<file path="config.mk">
export PLATFORM = sky130hd
export DESIGN_NAME = universal_sink_finder
export DESIGN_NICKNAME = d
export VERILOG_FILES = /design/src/rtl/core/usf_pkg.sv /design/src/rtl/core/universal_sink_finder.sv /design/src/rtl/core/usf_matrix_mem.sv /design/src/rtl/core/usf_walker.sv
export SDC_FILE = /design/constraint.sdc
export NUM_CORES = 1
export LEC_CHECK = 0
export BUFFER_PORTS_ARGS = -buffer_cell sky130_fd_sc_hd__buf_2
export CAP_MARGIN = 20
export CORE_UTILIZATION = 34
export CTS_CLUSTER_SIZE = 16
export DETAILED_ROUTE_END_ITERATION = 7
export PLACE_DENSITY_LB_ADDON = 0.05
export SLEW_MARGIN = 20
export SYNTH_ARGS = -nofsm -noshare
export SYNTH_HDL_FRONTEND = slang
export SYNTH_HIERARCHICAL = 1
export SYNTH_SLANG_ARGS = --single-unit
</file>
<file path="constraint.sdc">
create_clock -name clk -period 4.7 [get_ports clk]
set_input_delay 0 -clock clk [delete_from_list [all_inputs] [get_ports clk]]
set_output_delay 0 -clock clk [all_outputs]
set_load 0.01 [all_outputs]
</file>
<file path="src/rtl/core/usf_pkg.sv">
// ----------------------------------------------------------------------------
// usf_pkg
// Shared types, constants and helpers for the universal sink finder.
// ----------------------------------------------------------------------------
`default_nettype none

package usf_pkg;

  localparam int ROW_W   = 16;  // Bits in one matrix row.
  localparam int SINK_W  = 4;   // Bits of the reported sink index.
  localparam int BIDX_W  = 8;   // Width of a person index given to usf_knows.

  typedef logic [ROW_W-1:0] usf_row_t;

  typedef struct packed {
    logic              found;
    logic [SINK_W-1:0] sink_index;
  } usf_result_t;

  // A row names only people 0 to ROW_W-1, so higher indexes are never known.
  function automatic logic usf_knows(input usf_row_t row, input logic [BIDX_W-1:0] idx);
    logic hit;
    hit = 1'b0;
    if (idx < BIDX_W'(ROW_W)) begin
      hit = row[idx[SINK_W-1:0]];
    end
    return hit;
  endfunction

endpackage

`default_nettype wire

</file>
<file path="src/rtl/core/universal_sink_finder.sv">
// ----------------------------------------------------------------------------
// universal_sink_finder
// Finds the universal sink of a knows-matrix received one row per request.
// ----------------------------------------------------------------------------
// Rows of the matrix arrive one request per cycle and are written into a row
// memory; the request with last_row set closes the set, and the matrix size N
// is the number of rows stored (at most MAX_PEOPLE; extra rows are dropped,
// though a closing extra row still starts the search). The closing request
// starts a search that walks the row memory twice through its single read
// port, once to eliminate candidates and once to verify the survivor, and
// stalls the row channel while it runs. Exactly one result follows each
// closing row: found, and the sink index (zero when none is found). The
// result sits in an output register until taken; further rows of the next
// set are accepted meanwhile, but a closing row waits until the pending
// result has been taken.
`default_nettype none

module universal_sink_finder
  import usf_pkg::*;
#(
  parameter int MAX_PEOPLE = 16
) (
  input  wire logic              clk,
  input  wire logic              rst,
  input  wire logic              row_valid,
  output logic                   row_stall,
  input  wire logic [ROW_W-1:0]  row_bits,
  input  wire logic              last_row,
  output logic                   result_valid,
  input  wire logic              result_stall,
  output logic                   found,
  output logic [SINK_W-1:0]      sink_index
);

  // Count width holds MAX_PEOPLE itself; the address width indexes the rows.
  localparam int CW = $clog2(MAX_PEOPLE + 1);
  localparam int AW = (MAX_PEOPLE > 1) ? $clog2(MAX_PEOPLE) : 1;

  logic [CW-1:0] rows_loaded;
  logic          row_accept;
  logic          has_room;
  logic [CW-1:0] close_n;
  logic          walk_busy;
  logic          walk_done;
  usf_result_t   walk_res;
  logic [AW-1:0] rd_addr;
  usf_row_t      rd_data;

  // A closing row may only start a search when the result register is free,
  // and not in the cycle where the previous search is still handing over its
  // answer, so a finished search always has a place to put its answer.
  assign row_stall  = walk_busy || ((result_valid || walk_done) && last_row);
  assign row_accept = row_valid && !row_stall;
  assign has_room   = (rows_loaded < CW'(MAX_PEOPLE));
  assign close_n    = has_room ? (rows_loaded + CW'(1)) : rows_loaded;

  always_ff @(posedge clk) begin
    if (rst) begin
      rows_loaded <= '0;
    end else if (row_accept) begin
      if (last_row) begin
        rows_loaded <= '0;
      end else if (has_room) begin
        rows_loaded <= rows_loaded + CW'(1);
      end
    end
  end

  usf_matrix_mem #(
    .DEPTH (MAX_PEOPLE),
    .AW    (AW)
  ) u_mem (
    .clk     (clk),
    .wr_en   (row_accept && has_room),
    .wr_addr (rows_loaded[AW-1:0]),
    .wr_data (row_bits),
    .rd_addr (rd_addr),
    .rd_data (rd_data)
  );

  // The walker leaves IDLE at the same edge that writes the closing row, so
  // every read that it issues already sees that row.
  usf_walker #(
    .CW (CW),
    .AW (AW)
  ) u_walker (
    .clk     (clk),
    .rst     (rst),
    .start   (row_accept && last_row),
    .n       (close_n),
    .busy    (walk_busy),
    .rd_addr (rd_addr),
    .rd_data (rd_data),
    .done    (walk_done),
    .res     (walk_res)
  );

  // Output register holds the answer until the downstream side takes it.
  always_ff @(posedge clk) begin
    if (rst) begin
      result_valid <= 1'b0;
    end else if (walk_done) begin
      result_valid <= 1'b1;
    end else if (result_valid && !result_stall) begin
      result_valid <= 1'b0;
    end
  end

  always_ff @(posedge clk) begin
    if (walk_done) begin
      found      <= walk_res.found;
      sink_index <= walk_res.sink_index;
    end
  end

endmodule

`default_nettype wire

</file>
<file path="src/rtl/core/usf_matrix_mem.sv">
// ----------------------------------------------------------------------------
// usf_matrix_mem
// Row store: one write port and one read port with a registered read.
// ----------------------------------------------------------------------------
`default_nettype none

module usf_matrix_mem
  import usf_pkg::*;
#(
  parameter int DEPTH = 16,
  parameter int AW    = 4
) (
  input  wire logic          clk,
  input  wire logic          wr_en,
  input  wire logic [AW-1:0] wr_addr,
  input  wire usf_row_t      wr_data,
  input  wire logic [AW-1:0] rd_addr,
  output usf_row_t           rd_data
);

  usf_row_t mem [DEPTH];

  always_ff @(posedge clk) begin
    if (wr_en) begin
      mem[wr_addr] <= wr_data;
    end
  end

  always_ff @(posedge clk) begin
    rd_data <= mem[rd_addr];
  end

endmodule

`default_nettype wire

</file>
<file path="src/rtl/core/usf_walker.sv">
// ----------------------------------------------------------------------------
// usf_walker
// Candidate elimination pass, then a verify pass, over the stored rows.
// ----------------------------------------------------------------------------
`default_nettype none

module usf_walker
  import usf_pkg::*;
#(
  parameter int CW = 5,
  parameter int AW = 4
) (
  input  wire logic          clk,
  input  wire logic          rst,
  input  wire logic          start,
  input  wire logic [CW-1:0] n,
  output logic               busy,
  output logic [AW-1:0]      rd_addr,
  input  wire usf_row_t      rd_data,
  output logic               done,
  output usf_result_t        res
);

  typedef enum logic [1:0] {
    IDLE,
    ELIM,
    VERIFY
  } state_t;

  state_t          state;
  logic [CW-1:0]   n_r;
  logic [CW-1:0]   iss;
  logic            chk_valid;
  logic [CW-1:0]   chk_idx;
  logic [CW-1:0]   cand;
  usf_row_t        cand_row;
  logic            ok;

  logic            issue_go;
  logic            chk_last;
  logic            cand_knows_chk;
  logic            chk_knows_cand;
  logic            ok_next;
  logic [BIDX_W-1:0] cand_ext;

  assign busy     = (state != IDLE);
  assign issue_go = busy && (iss < n_r);
  assign rd_addr  = iss[AW-1:0];
  assign chk_last = chk_valid && (chk_idx == (n_r - CW'(1)));
  assign cand_ext = BIDX_W'(cand);

  assign cand_knows_chk = usf_knows(cand_row, BIDX_W'(chk_idx));
  assign chk_knows_cand = usf_knows(rd_data, cand_ext);

  // The candidate must know nobody and be known by everybody else.
  assign ok_next = ok && !((chk_idx != cand) && (cand_knows_chk || !chk_knows_cand));

  always_ff @(posedge clk) begin
    if (rst) begin
      state     <= IDLE;
      chk_valid <= 1'b0;
      done      <= 1'b0;
    end else begin
      done <= 1'b0;
      if (busy) begin
        chk_valid <= issue_go;
        chk_idx   <= iss;
        if (issue_go) begin
          iss <= iss + CW'(1);
        end
      end
      case (state)
        IDLE: begin
          if (start) begin
            n_r       <= n;
            iss       <= '0;
            chk_valid <= 1'b0;
            state     <= ELIM;
          end
        end
        ELIM: begin
          if (chk_valid) begin
            if ((chk_idx == '0) || cand_knows_chk) begin
              cand     <= chk_idx;
              cand_row <= rd_data;
            end
            if (chk_last) begin
              iss       <= '0;
              chk_valid <= 1'b0;
              ok        <= 1'b1;
              state     <= VERIFY;
            end
          end
        end
        VERIFY: begin
          if (chk_valid) begin
            ok <= ok_next;
            if (chk_last) begin
              done           <= 1'b1;
              res.found      <= ok_next;
              res.sink_index <= ok_next ? cand_ext[SINK_W-1:0] : '0;
              chk_valid      <= 1'b0;
              state          <= IDLE;
            end
          end
        end
        default: begin
          state <= IDLE;
        end
      endcase
    end
  end

endmodule

`default_nettype wire
</file>
Word-level counts from Yosys, hierarchy flattened
Memories as Yosys holds them, arrays and structs flattened. A register that Yosys moved wholly into a read port is not among the register bits.
Cells that the tools add are included.
{ "word_totals": {"ram_bits": 256, "n_memories": 1, "elab_cells": 101, "register_bits": 57} }
{ "classes": {"n_eq_ne": 9, "order_cmp": 6, "reduce_logical": 30, "mux": 34, "n_bitwise": 3, "n_addsub": 3} }
{ "memory_table": {"columns": ["name", "depth", "width", "read_ports", "rd_clocked_by_memory_dff", "write_ports", "line_no", "source"], "rows": [
  ["u_mem.mem", 16, 16, 1, 1, 1, "usf_matrix_mem.sv:21", "usf_row_t mem [DEPTH];"]
]} }
{ "ops": {"columns": ["op", "count"], "rows": [
  ["$mux 5", 7],
  ["$mux 1", 16],
  ["$lt 5x5->1 const B", 3],
  ["$add 5x1->5 const B", 2],
  ["$lt 4x5->1 const B", 2],
  ["$mux 2", 5],
  ["$ne 2x1->1 const B", 5],
  ["$pmux 5 s2", 1],
  ["$reduce_and 5->1", 2],
  ["$logic_and 1x1->1", 9],
  ["$bmux 1 s4", 2],
  ["$reduce_and 4->1", 2],
  ["$pmux 2 s3", 1],
  ["$reduce_bool 2->1", 3],
  ["$eq 5x5->1", 1],
  ["$logic_not 5->1", 1],
  ["$lt 5x5->1", 1],
  ["$ne 5x5->1", 1],
  ["$sub 5x1->5 const B", 1],
  ["$logic_not 1->1", 4],
  ["$logic_or 1x1->1", 4],
  ["$pmux 1 s2", 2],
  ["$not 1->1", 3],
  ["$reduce_and 3->1", 1],
  ["6 further kinds", 6]
]} }

Longest topological paths before layout
Gate-level depths: netlist (run 1).
{ "logic_depth": {"depth_word": 10, "ltp_mapped": 8, "mapped_depth_nobuf": 8} }

Hierarchy
Netlist (run 1), hierarchy kept.
{ "by_module_without_submodules": {"columns": ["mod", "seq_area_each_um2", "n_inst", "cells_per_inst", "area_per_inst_um2"], "rows": [
  ["usf_matrix_mem", 8007.7, 1, 432, 10042.1],
  ["usf_walker", 1341.3, 1, 181, 2378.5],
  ["universal_sink_finder", 270.3, 1, 48, 534.3]
]} }

Worst setup path after synthesis (run 1)
No wires, ideal clock.
{ "synth_path": {"path_kind": "flip-flop to flip-flop", "start": "register u_walker.state[1]", "end": "memory u_mem/mem[0][0] in the netlist's numbering (enable)", "period_less_slack_ns": 3.324, "t_arrival_ns": 2.915, "stages_incl_launch_ff": 8, "setup_time_ns": 0.409, "n_path_buf": 0, "path_slack_ns": 1.376, "required_time_ns": 4.291, "path_cell_list": "dfxtp_1 > inv_1 > ha_1 > inv_1 > nand2b_1 > nor3_1 > or3b_2 > nor3_1"} }
{ "synth_via": {"elab_chain_cells": 7} }
{ "synth_lines": {"columns": ["element", "line_no", "source"], "rows": [
  ["start, declared", "usf_walker.sv:30", "state_t state;"],
  ["start signal, assigned", "usf_walker.sv:60", "state <= IDLE;"],
  ["start signal, assigned", "usf_walker.sv:78", "state <= ELIM;"],
  ["start signal, assigned", "usf_walker.sv:91", "state <= VERIFY;"],
  ["$reduce_bool 2->1", "usf_walker.sv:46", "assign busy = (state != IDLE);"],
  ["net walk_busy", "universal_sink_finder.sv:43", "logic walk_busy;"],
  ["$logic_or 1x1->1", "universal_sink_finder.sv:52", "assign row_stall = walk_busy || ((result_valid || walk_done) && last_row);"],
  ["$logic_not 1->1", "universal_sink_finder.sv:53", "assign row_accept = row_valid && !row_stall;"],
  ["$logic_and 1x1->1", "universal_sink_finder.sv:53", null],
  ["$logic_and 1x1->1", "universal_sink_finder.sv:74", ".wr_en (row_accept && has_room),"],
  ["$mux 1", "usf_matrix_mem.sv:24", "if (wr_en) begin"],
  ["$mux 1 (implied by the code)", "usf_matrix_mem.sv:25", "mem[wr_addr] <= wr_data;"],
  ["end, declared", "usf_matrix_mem.sv:21", null]
]} }
The timed path passes the listed nets, and every way through them passes these cells.

Worst setup path after layout (run 1)
{ "layout_path": {"start": "register u_walker.state[1]", "end": "memory u_mem/mem[9][15] in the netlist's numbering (enable)"} }
Same word-level chain as after synthesis.

==> results.json, run 1 <==
{
  "ys_ff_latch": 329,
  "cts_setup_buffers": 0,
  "worstSkewPairLatency_ns": 0.52,
  "ys.flop_type": "edfxtp_1",
  "critPathLaunch": "u_walker/state[1]$_SDFFE_PP0P_",
  "critPathMaxFanout": 16,
  "root_buffer": "clkbuf_16",
  "met2_usage": 0.281,
  "crit_path_end_kind": "flip-flop",
  "clkTransAtPathRegs_ns": 0.06,
  "row_count": 71,
  "syn_nets": 693,
  "ys_seq_area_frac": 0.743,
  "die_area_um2": 38900,
  "power.density_nw_per_um2": 440,
  "num-fill-cells": 3346,
  "grt_pass1_wl_um": 44600,
  "grt.busiest_layer": "met2",
  "cap_violations": 0,
  "grt_overflow": 0,
  "max_slew_margin": 0.313,
  "finalWeightedCongestion": 0.722,
  "grt_max_degree": 69,
  "use_met1": 0.199,
  "ios": 28,
  "min_from": "u_walker/res[1]$_SDFFCE_PN0P_",
  "worst_ep_arrival_time_ns": 3.64,
  "synth_edf_count": 303,
  "synthDistinctLibCells": 54,
  "worst_setup_path_start_kind": "flip-flop",
  "rsz0062_at_grt": "no",
  "path_class": "reg -> reg",
  "avgRoutedWirePerCell_um": 23.2,
  "syn-cell-area_um2": 13000,
  "core_um2": 37600,
  "fin_area_um2": 15200,
  "hold_violations": 0,
  "cts_buffers": 38,
  "period_needed_ns": 3.51,
  "drc": 0,
  "total_leakage_power_nw": 5.03,
  "fin_setup_tns_ns": 0,
  "postPlaceCellArea_um2": 13800,
  "grt_antenna_before_repair": 2,
  "setup_viol": 0,
  "irDropWorstVdd_v": 0.000251,
  "die_h_um": 197,
  "syn_inst": 661,
  "hold_ws_ns": 0.421,
  "antenna_left": 0,
  "critPathRequiredTime_ns": 4.83,
  "wirelength_um": 29700,
  "dpl.hpwl_um": 19200,
  "clkSinkCount": 329,
  "port_buffers": 27,
  "use_met3": 0.0266,
  "clockBufferDepth": 3,
  "vias": 6364,
  "avgSynthCellArea_um2": 19.6,
  "drt_iter0_drc": 397,
  "fin_nets": 770,
  "async_flop_share": 0,
  "area_growth_pct": 17.7,
  "htreeDepth": 2,
  "fin_skew_ns": 0.0142,
  "die_w_um": 197,
  "period_share": 0.746,
  "dr.pass1.iters": 5,
  "status": "complete, no violations",
  "drv_slew": 0,
  "grt_use_total": 0.158,
  "worstHoldPathType": "reg -> reg",
  "yosysWarnings": 6,
  "reg2reg_from": "u_walker/state[1]$_SDFFE_PP0P_",
  "grt_pass1_vias": 6740,
  "drive_above_1_share": 0.250,
  "cts_tree": "yes",
  "start_util": 0.345,
  "clock.fmax_mhz": 285,
  "tightest_slew_ns": 1.03,
  "vias_per_cell": 4.98
}
metrics by stage:
step / std cells / util / setup slack [ns] / total power, mW
floorplan: 661 / - / 1.38 / 3.69
global placement: 1186 / 0.366 / 1.39 / 3.89
detailed placement: 1187 / 0.367 / 1.24 / 3.90
CTS: 1278 / 0.406 / 1.21 / 6.82
global route: 1279 / 0.406 / 1.03 / 6.96
finish: 1279 / 0.406 / 1.19 / 6.71
cell usage in the layout (no fill, tap or decap), types with 3 or more instances in the layout:
cell | netlist | layout
nand3b_1 | 4 | 4
nand2b_1 | 8 | 8
nand2_1 | 22 | 22
nor3_2 | 0 | 4
xor2_1 | 9 | 9
nor2b_1 | 8 | 8
clkinv_2 | 0 | 7
ha_1 | 11 | 11
o21ai_0 | 8 | 8
nand3_1 | 5 | 5
mux4_2 | 59 | 59
a21oi_1 | 11 | 11
clkbuf_16 | 0 | 39
mux2_2 | 4 | 4
buf_12 | 0 | 3
buf_2 | 3 | 27
clkinv_1 | 0 | 7
nor3_1 | 10 | 6
xnor2_1 | 7 | 7
clkbuf_8 | 0 | 4
a31oi_1 | 3 | 3
edfxtp_1 | 303 | 303
and3_1 | 4 | 4
mux2i_1 | 6 | 6
inv_1 | 13 | 13
nor2_1 | 26 | 14
dlygate4sd3_1 | 0 | 22
mux4_1 | 10 | 10
a22oi_1 | 34 | 34
nor2_2 | 0 | 12
buf_4 | 7 | 17
dfxtp_1 | 26 | 26
or4_1 | 3 | 3
bufinv_16 | 0 | 3
clkbuf_1 | 13 | 7
kinds of logic after synthesis:
logic type | count (synthesis) | synth area share
buffers and inverters | 46 | 0.0191
multiplexers | 79 | 0.131
AO/OA/AOI/OAI | 77 | 0.0428
adder cells (fa/ha/maj) | 11 | 0.0106
AND/OR/NAND/NOR | 103 | 0.0432
XOR/XNOR | 16 | 0.0108
flip-flops | 329 | 0.743
critical path, cell delays in order, from the launching register on:
cell      delay [ns]
dfxtp_1         0.33
inv_1           0.13
ha_1            0.32
inv_1           0.17
nand2b_1        0.27
nor3_1          0.66
nand3b_1        0.34
nor2_2          0.88
final timing paths:
| path | end | slack [ns] | depth (start not counted) |
|---|---|---|---|
| worst min-delay path | sink_index[1]$_DFFE_PP_ | 0.42 | 0 |
| worst max-delay path | u_mem/mem[9][15]$_DFFE_PP_ | 1.19 | 7 |
| worst max register to register | u_mem/mem[9][15]$_DFFE_PP_ | 1.19 | 7 |
| worst min register to register | sink_index[1]$_DFFE_PP_ | 0.42 | 0 |
layout make-up:
class / instances / area [um2] / share of cell area
clock inverters: 19 / 168 / 0.0110
flip-flops and latches: 329 / 9620 / 0.631
inverters: 13 / 48.8 / 0.00320
diodes: 1 / 2.50 / 0.000164
repair buffers: 70 / 571 / 0.0374
clock buffers: 50 / 1060 / 0.0694
multi-input cells: 286 / 3140 / 0.206
well taps: 511 / 639 / 0.0419
sequential cells by signal (all words and copies together) (netlist names):
register            flops
u_mem/mem             256
u_mem/rd_data          16
u_walker/cand_row      16
rows_loaded             5
u_walker/cand           5
u_walker/chk_idx        5
u_walker/iss            5
u_walker/n_r            5
u_walker/res            5
sink_index              4
u_walker/state          2
found                   1
result_valid            1
u_walker/chk_valid      1
u_walker/done           1
u_walker/ok             1
synthesized netlist by cell type (10+ instances only):
| cell | number | area share |
|---|---|---|
| mux4_1 | 10 | 0.020 |
| inv_1 | 13 | 0.0038 |
| a21oi_1 | 11 | 0.0042 |
| dfxtp_1 | 26 | 0.040 |
| clkbuf_1 | 13 | 0.0038 |
| mux4_2 | 59 | 0.10 |
| nor2_1 | 26 | 0.0075 |
| nor3_1 | 10 | 0.0039 |
| nand2_1 | 22 | 0.0064 |
| ha_1 | 11 | 0.011 |
| edfxtp_1 | 303 | 0.70 |
| a22oi_1 | 34 | 0.020 |
what timing repair did:
| action | in CTS | in global routing |
|---|---|---|
| endpoints found under the setup margin | 0 | 0 |
| hold buffers | 22 | 0 |
| hold endpoints to repair | 265 | 0 |
| gates resized for setup | 0 | 0 |
power by group:
group,internal (mW),switching [mW]
clock network,1.75,1.13
logic,0.234,0.284
registers,3.27,0.0525
total,5.25,1.46
per-layer routing:
layer,vias to the layer above,wire length (um),share of wire
li1,2864,-,-
met1,3317,12300,0.41
met3,49,1180,0.040
met2,132,15600,0.53
met5,-,17,0.00057
met4,2,548,0.018
(Power assumes the default switching activity.)
==> run 2, diff against run 1 <==
- clock period: 4.7 -> 3.3 ns (I/O delays scaled with it)
==> results.json, run 2 (same netlist as run 1, synthesis figures left out) <==
{
  "reg2reg_from": "u_walker/state[1]$_SDFFE_PP0P_",
  "worstSkewPairLatency_ns": 0.53,
  "num-fill-cells": 3354,
  "crit_path_end_kind": "flip-flop",
  "seq_area_um2": 9620,
  "regMostFlops": "u_mem/mem",
  "clkTransAtPathRegs_ns": 0.06,
  "dpl.hpwl_um": 20400,
  "start_util": 0.345,
  "dr.pass1.iters": 4,
  "grt_pass1_vias": 6860,
  "largest_reg_flops": 256,
  "power_frac_clock": 0.418,
  "holdBufCountCts": 23,
  "drt_iter0_drc": 378,
  "htreeDepth": 2,
  "postPlaceCellArea_um2": 13800,
  "r2r_cells": 9,
  "row_count": 71,
  "area_growth_pct": 17.4,
  "grt_use_total": 0.168,
  "total_leakage_power_nw": 5.02,
  "vias_per_cell": 5.06,
  "port_buffers": 27,
  "tightest_slew_ns": 0.937,
  "die_area_um2": 38900,
  "hold_violations": 0,
  "cts_tree": "yes",
  "final_cell_mix": "edfxtp_1, mux4_2, clkbuf_16, a22oi_1, buf_2",
  "fin_setup_tns_ns": 0,
  "vias": 6492,
  "p_int_mw": 7.32,
  "critPathRequiredTime_ns": 3.51,
  "cts_setup_buffers": 0,
  "power.share.combinational": 0.082,
  "clockBufferDepth": 3,
  "p_seq_frac": 0.500,
  "root_buffer": "clkbuf_16",
  "critPathMaxFanout": 16,
  "drv_slew": 0,
  "grt_overflow": 0,
  "ctsResizeCount": 0,
  "grt_max_degree": 49,
  "drc": 0,
  "reg2reg_slack_ns": 0.47,
  "period_share": 0.858,
  "grt_pass1_wl_um": 46300,
  "worst_setup_path_start_kind": "flip-flop",
  "r2r-end": "u_mem/mem[0][5]$_DFFE_PP_",
  "p_sw_mw": 2.11,
  "cap_violations": 0,
  "irDropWorstVdd_v": 0.000351,
  "swShare": 0.224,
  "finalWeightedCongestion": 0.801,
  "preCtsSetupSlack_ns": 0.471,
  "rsz0062_at_grt": "no",
  "final_util": 0.405,
  "drive_above_1_share": 0.251,
  "worstHoldPathType": "in -> reg",
  "path_class": "reg -> reg",
  "power.density_nw_per_um2": 620,
  "ios": 28,
  "wirelength_um": 31200,
  "crit_chain": "inv_1 -> ha_1 -> inv_1 -> nand2b_1 -> nor3_1 -> buf_4 -> or3b_2 -> nor3_4 -> buf_4",
  "fin_skew_ns": 0.0108,
  "clock.fmax_mhz": 353,
  "cpPeakStageDelay_ns": 0.54,
  "avgRoutedWirePerCell_um": 24.4,
  "critPathLaunch": "u_walker/state[1]$_SDFFE_PP0P_",
  "grt_antenna_before_repair": 0,
  "die_w_um": 197,
  "clkSinkCount": 329,
  "max_slew_margin": 0.375,
  "period_needed_ns": 2.83,
  "crit_end": "u_mem/mem[0][5]$_DFFE_PP_",
  "cts_buffers": 38,
  "total_power_mw": 9.43,
  "worst_ep_arrival_time_ns": 3.04,
  "fin_area_um2": 15200,
  "status": "complete, no violations",
  "core_um2": 37600,
  "final_common_cell": "edfxtp_1",
  "multi_input_area_um2": 3150,
  "fin_nets": 775,
  "die_h_um": 197,
  "slowest_stage": "or3b_2",
  "worst_slack_ns": 0.468,
  "setup_viol": 0,
  "antenna_left": 0,
  "reg.largest.list": "u_mem/mem: 256 flops, u_mem/rd_data: 16 flops, u_walker/cand_row: 16 flops"
}
==> run 2: cell count changes in the layout (fill, tap and decap cells not counted), sizes merged <==
cell | previous run | this run
dlygate4sd3 | 22 | 23
clkbuf | 50 | 54
clkinv | 14 | 13
inv | 14 | 13
buf | 48 | 52
bufinv | 3 | 0
clkinvlp | 1 | 0
==> run 2: area by class of cell <==
cell class	count	area share
inverters	13	0.00321
clock inverters	13	0.00395
multi-input cells	286	0.207
clock buffers	54	0.0733
diodes	1	0.000165
flip-flops and latches	329	0.632
repair buffers	75	0.0380
well taps	511	0.0420
==> run 2: through the flow <==
step | hold WS (ns) | std cells
2_1_floorplan | 0.0689 | 661
3_3_place_gp | 0.234 | 1191
3_5_place_dp | 0.255 | 1191
4_1_cts | 0.391 | 1281
5_1_grt | 0.420 | 1281
6_report | 0.405 | 1282
==> run 2: power by group through the flow <==
stage | logic (mW) | clock network [mW] | registers (mW)
after floorplan | 0.479 | 0 | 4.77
after global placement | 0.764 | 0 | 4.80
after detailed placement | 0.767 | 0 | 4.80
after CTS | 0.789 | 4.06 | 4.71
after global routing | 0.832 | 4.22 | 4.72
final | 0.770 | 3.94 | 4.71
==> run 2: worst min path at each step <==
stage	startpoint	end	cells past startpoint
after detailed placement	result_stall	result_valid$_SDFFE_PP0P_	3
after CTS	rst	u_walker/state[1]$_SDFFE_PP0P_	3
after global routing	rst	u_walker/state[1]$_SDFFE_PP0P_	3
final	rst	u_walker/state[1]$_SDFFE_PP0P_	3
after floorplan	rst	u_walker/state[1]$_SDFFE_PP0P_	1
after global placement	result_stall	result_valid$_SDFFE_PP0P_	3
==> run 2: critical path, delay by kind of cell, from the launching register on <==
family,cells,cell delay [ns]
simple gates,4,1.13
buf+inv,4,0.73
flops,1,0.33
fa+ha+maj,1,0.31
==> run 2: metal layers <==
metal,vias to the layer above,share of wire,global-route usage
met5,-,0,0
met4,0,0.026,0.0577
met3,52,0.055,0.0379
met2,154,0.47,0.262
met1,3417,0.45,0.230
li1,2869,-,-
==> run 3, diff against run 2 <==
- CTS_BUF_LIST: default -> sky130_fd_sc_hd__clkbuf_8
==> results.json, run 3 (same netlist as run 1, synthesis figures left out) <==
{
  "cts_tree": "yes",
  "min_from": "rst",
  "rsz0062_at_grt": "no",
  "worstSkewPairLatency_ns": 0.61,
  "clockBufferDepth": 3,
  "hold_violations": 0,
  "p_int_mw": 6.58,
  "fin_area_um2": 15000,
  "start_util": 0.345,
  "avgRoutedWirePerCell_um": 23.9,
  "vias_per_cell": 4.95,
  "worst_slack_ns": 0.474,
  "root_buffer": "clkbuf_8",
  "dpl.hpwl_um": 20400,
  "die_h_um": 197,
  "num-fill-cells": 3409,
  "tightest_slew_ns": 0.945,
  "p_seq_frac": 0.542,
  "status": "complete, no violations",
  "worstHoldPathType": "in -> reg",
  "vias": 6518,
  "finalWeightedCongestion": 0.801,
  "critPathMaxFanout": 16,
  "period_share": 0.856,
  "grt_pass1_wl_um": 46800,
  "die_area_um2": 38900,
  "met2_usage": 0.266,
  "crit_chain": "inv_1 -> ha_1 -> inv_1 -> nand2b_1 -> nor3_1 -> buf_4 -> or3b_2 -> nor3_4 -> buf_4",
  "path_class": "reg -> reg",
  "critPathRequiredTime_ns": 3.60,
  "worst_setup_path_start_kind": "flip-flop",
  "core_um2": 37600,
  "preCtsSetupSlack_ns": 0.471,
  "regMostFlops": "u_mem/mem",
  "max_slew_margin": 0.370,
  "clock.fmax_mhz": 354,
  "use_met3": 0.0418,
  "fin_nets": 794,
  "p_sw_mw": 2.12,
  "power.share.combinational": 0.088,
  "grt_overflow": 0,
  "clkSinkCount": 329,
  "cts_setup_buffers": 0,
  "grt_use_total": 0.170,
  "area_growth_pct": 15.9,
  "total_power_mw": 8.69,
  "cts_buffers": 56,
  "clkTransAtPathRegs_ns": 0.07,
  "power.density_nw_per_um2": 579,
  "fin_setup_tns_ns": 0,
  "irDropWorstVdd_v": 0.000278,
  "crit_path_end_kind": "flip-flop",
  "htreeDepth": 2,
  "postPlaceCellArea_um2": 13800,
  "drt_iter0_drc": 317,
  "grt_antenna_before_repair": 0,
  "final_cell_mix": "edfxtp_1, mux4_2, clkbuf_8, inv_1, a22oi_1",
  "setup_viol": 0,
  "drive_above_1_share": 0.258,
  "grt_max_degree": 49,
  "row_count": 71,
  "grt_pass1_vias": 7036,
  "die_w_um": 197,
  "fin_skew_ns": 0.0142,
  "grt.busiest_layer": "met2",
  "period_needed_ns": 2.83,
  "hold_ws_ns": 0.320,
  "slowest_stage": "or3b_2",
  "port_buffers": 27,
  "use_met1": 0.232,
  "worst_ep_arrival_time_ns": 3.12,
  "swShare": 0.244,
  "largest_reg_flops": 256,
  "critPathLaunch": "u_walker/state[1]$_SDFFE_PP0P_",
  "wirelength_um": 31600,
  "n_antenna_cell": 0,
  "drc": 0,
  "reg.largest.list": "u_mem/mem: 256 flops, u_mem/rd_data: 16 flops, u_walker/cand_row: 16 flops",
  "ios": 28,
  "dr.pass1.iters": 5,
  "cpPeakStageDelay_ns": 0.54,
  "total_leakage_power_nw": 5.05,
  "reg2reg_from": "u_walker/state[1]$_SDFFE_PP0P_",
  "drv_slew": 0,
  "power_frac_clock": 0.369,
  "ctsResizeCount": 0,
  "final_common_cell": "edfxtp_1",
  "cap_violations": 0,
  "antenna_left": 0
}
==> run 3: cell types whose count changed in the layout (fill, tap and decap cells not counted), sizes merged <==
cell and delta:
clkinv +4, clkbuf +3, dlygate4sd3 +1, diode -1, inv +28, clkinvlp +1
==> run 3: worst paths after layout <==
check / to / slack [ns] / cells past startpoint
worst max-delay path: u_mem/mem[0][9]$_DFFE_PP_ / 0.47 / 9
worst min-delay path: u_walker/state[1]$_SDFFE_PP0P_ / 0.32 / 3
worst max register to register: u_mem/mem[0][9]$_DFFE_PP_ / 0.47 / 9
worst min register to register: sink_index[1]$_DFFE_PP_ / 0.42 / 0
==> run 3: layout make-up <==
cell class / count / area, um2 / area share
Timing Repair Buffer: 76 / 588 / 0.0392
Clock buffer: 57 / 785 / 0.0522
Inverter: 13 / 48.8 / 0.00325
Clock inverter: 46 / 190 / 0.0127
Multi-Input combinational cell: 286 / 3150 / 0.210
Tap cell: 511 / 639 / 0.0426
Sequential cell: 329 / 9620 / 0.641
==> run 3: timing repair <==
item,in CTS,in global routing
hold buffers,24,0
setup endpoints to repair,0,0
hold endpoints to repair,269,0
==> run 3: power by group through the flow <==
stage	registers [mW]	logic, mW	clock network, mW
2_1_floorplan	4.77	0.479	0
3_3_place_gp	4.80	0.764	0
3_5_place_dp	4.80	0.767	0
4_1_cts	4.72	0.788	3.35
5_1_grt	4.72	0.830	3.52
6_report	4.71	0.768	3.21
==> run 3: critical path: cells and delay by family (launching register included) <==
family | cells | cell delay (ns)
adders and majority gates | 1 | 0.31
and+or+nand+nor | 4 | 1.11
DFF | 1 | 0.33
buffers and inverters | 4 | 0.74
==> run 3: metrics by stage <==
step | instances | utilization
after floorplan | 661 | -
after global placement | 1191 | 0.367
after detailed placement | 1191 | 0.367
after CTS | 1318 | 0.400
after global routing | 1318 | 0.400
final | 1318 | 0.400
==> run 3: metal layers <==
metal | wire, um | vias up | part of all wire
met1 | 14500 | 3412 | 0.46
met2 | 14800 | 141 | 0.47
met3 | 1470 | 48 | 0.047
met4 | 735 | 0 | 0.023
met5 | 0 | - | 0
li1 | - | 2917 | -
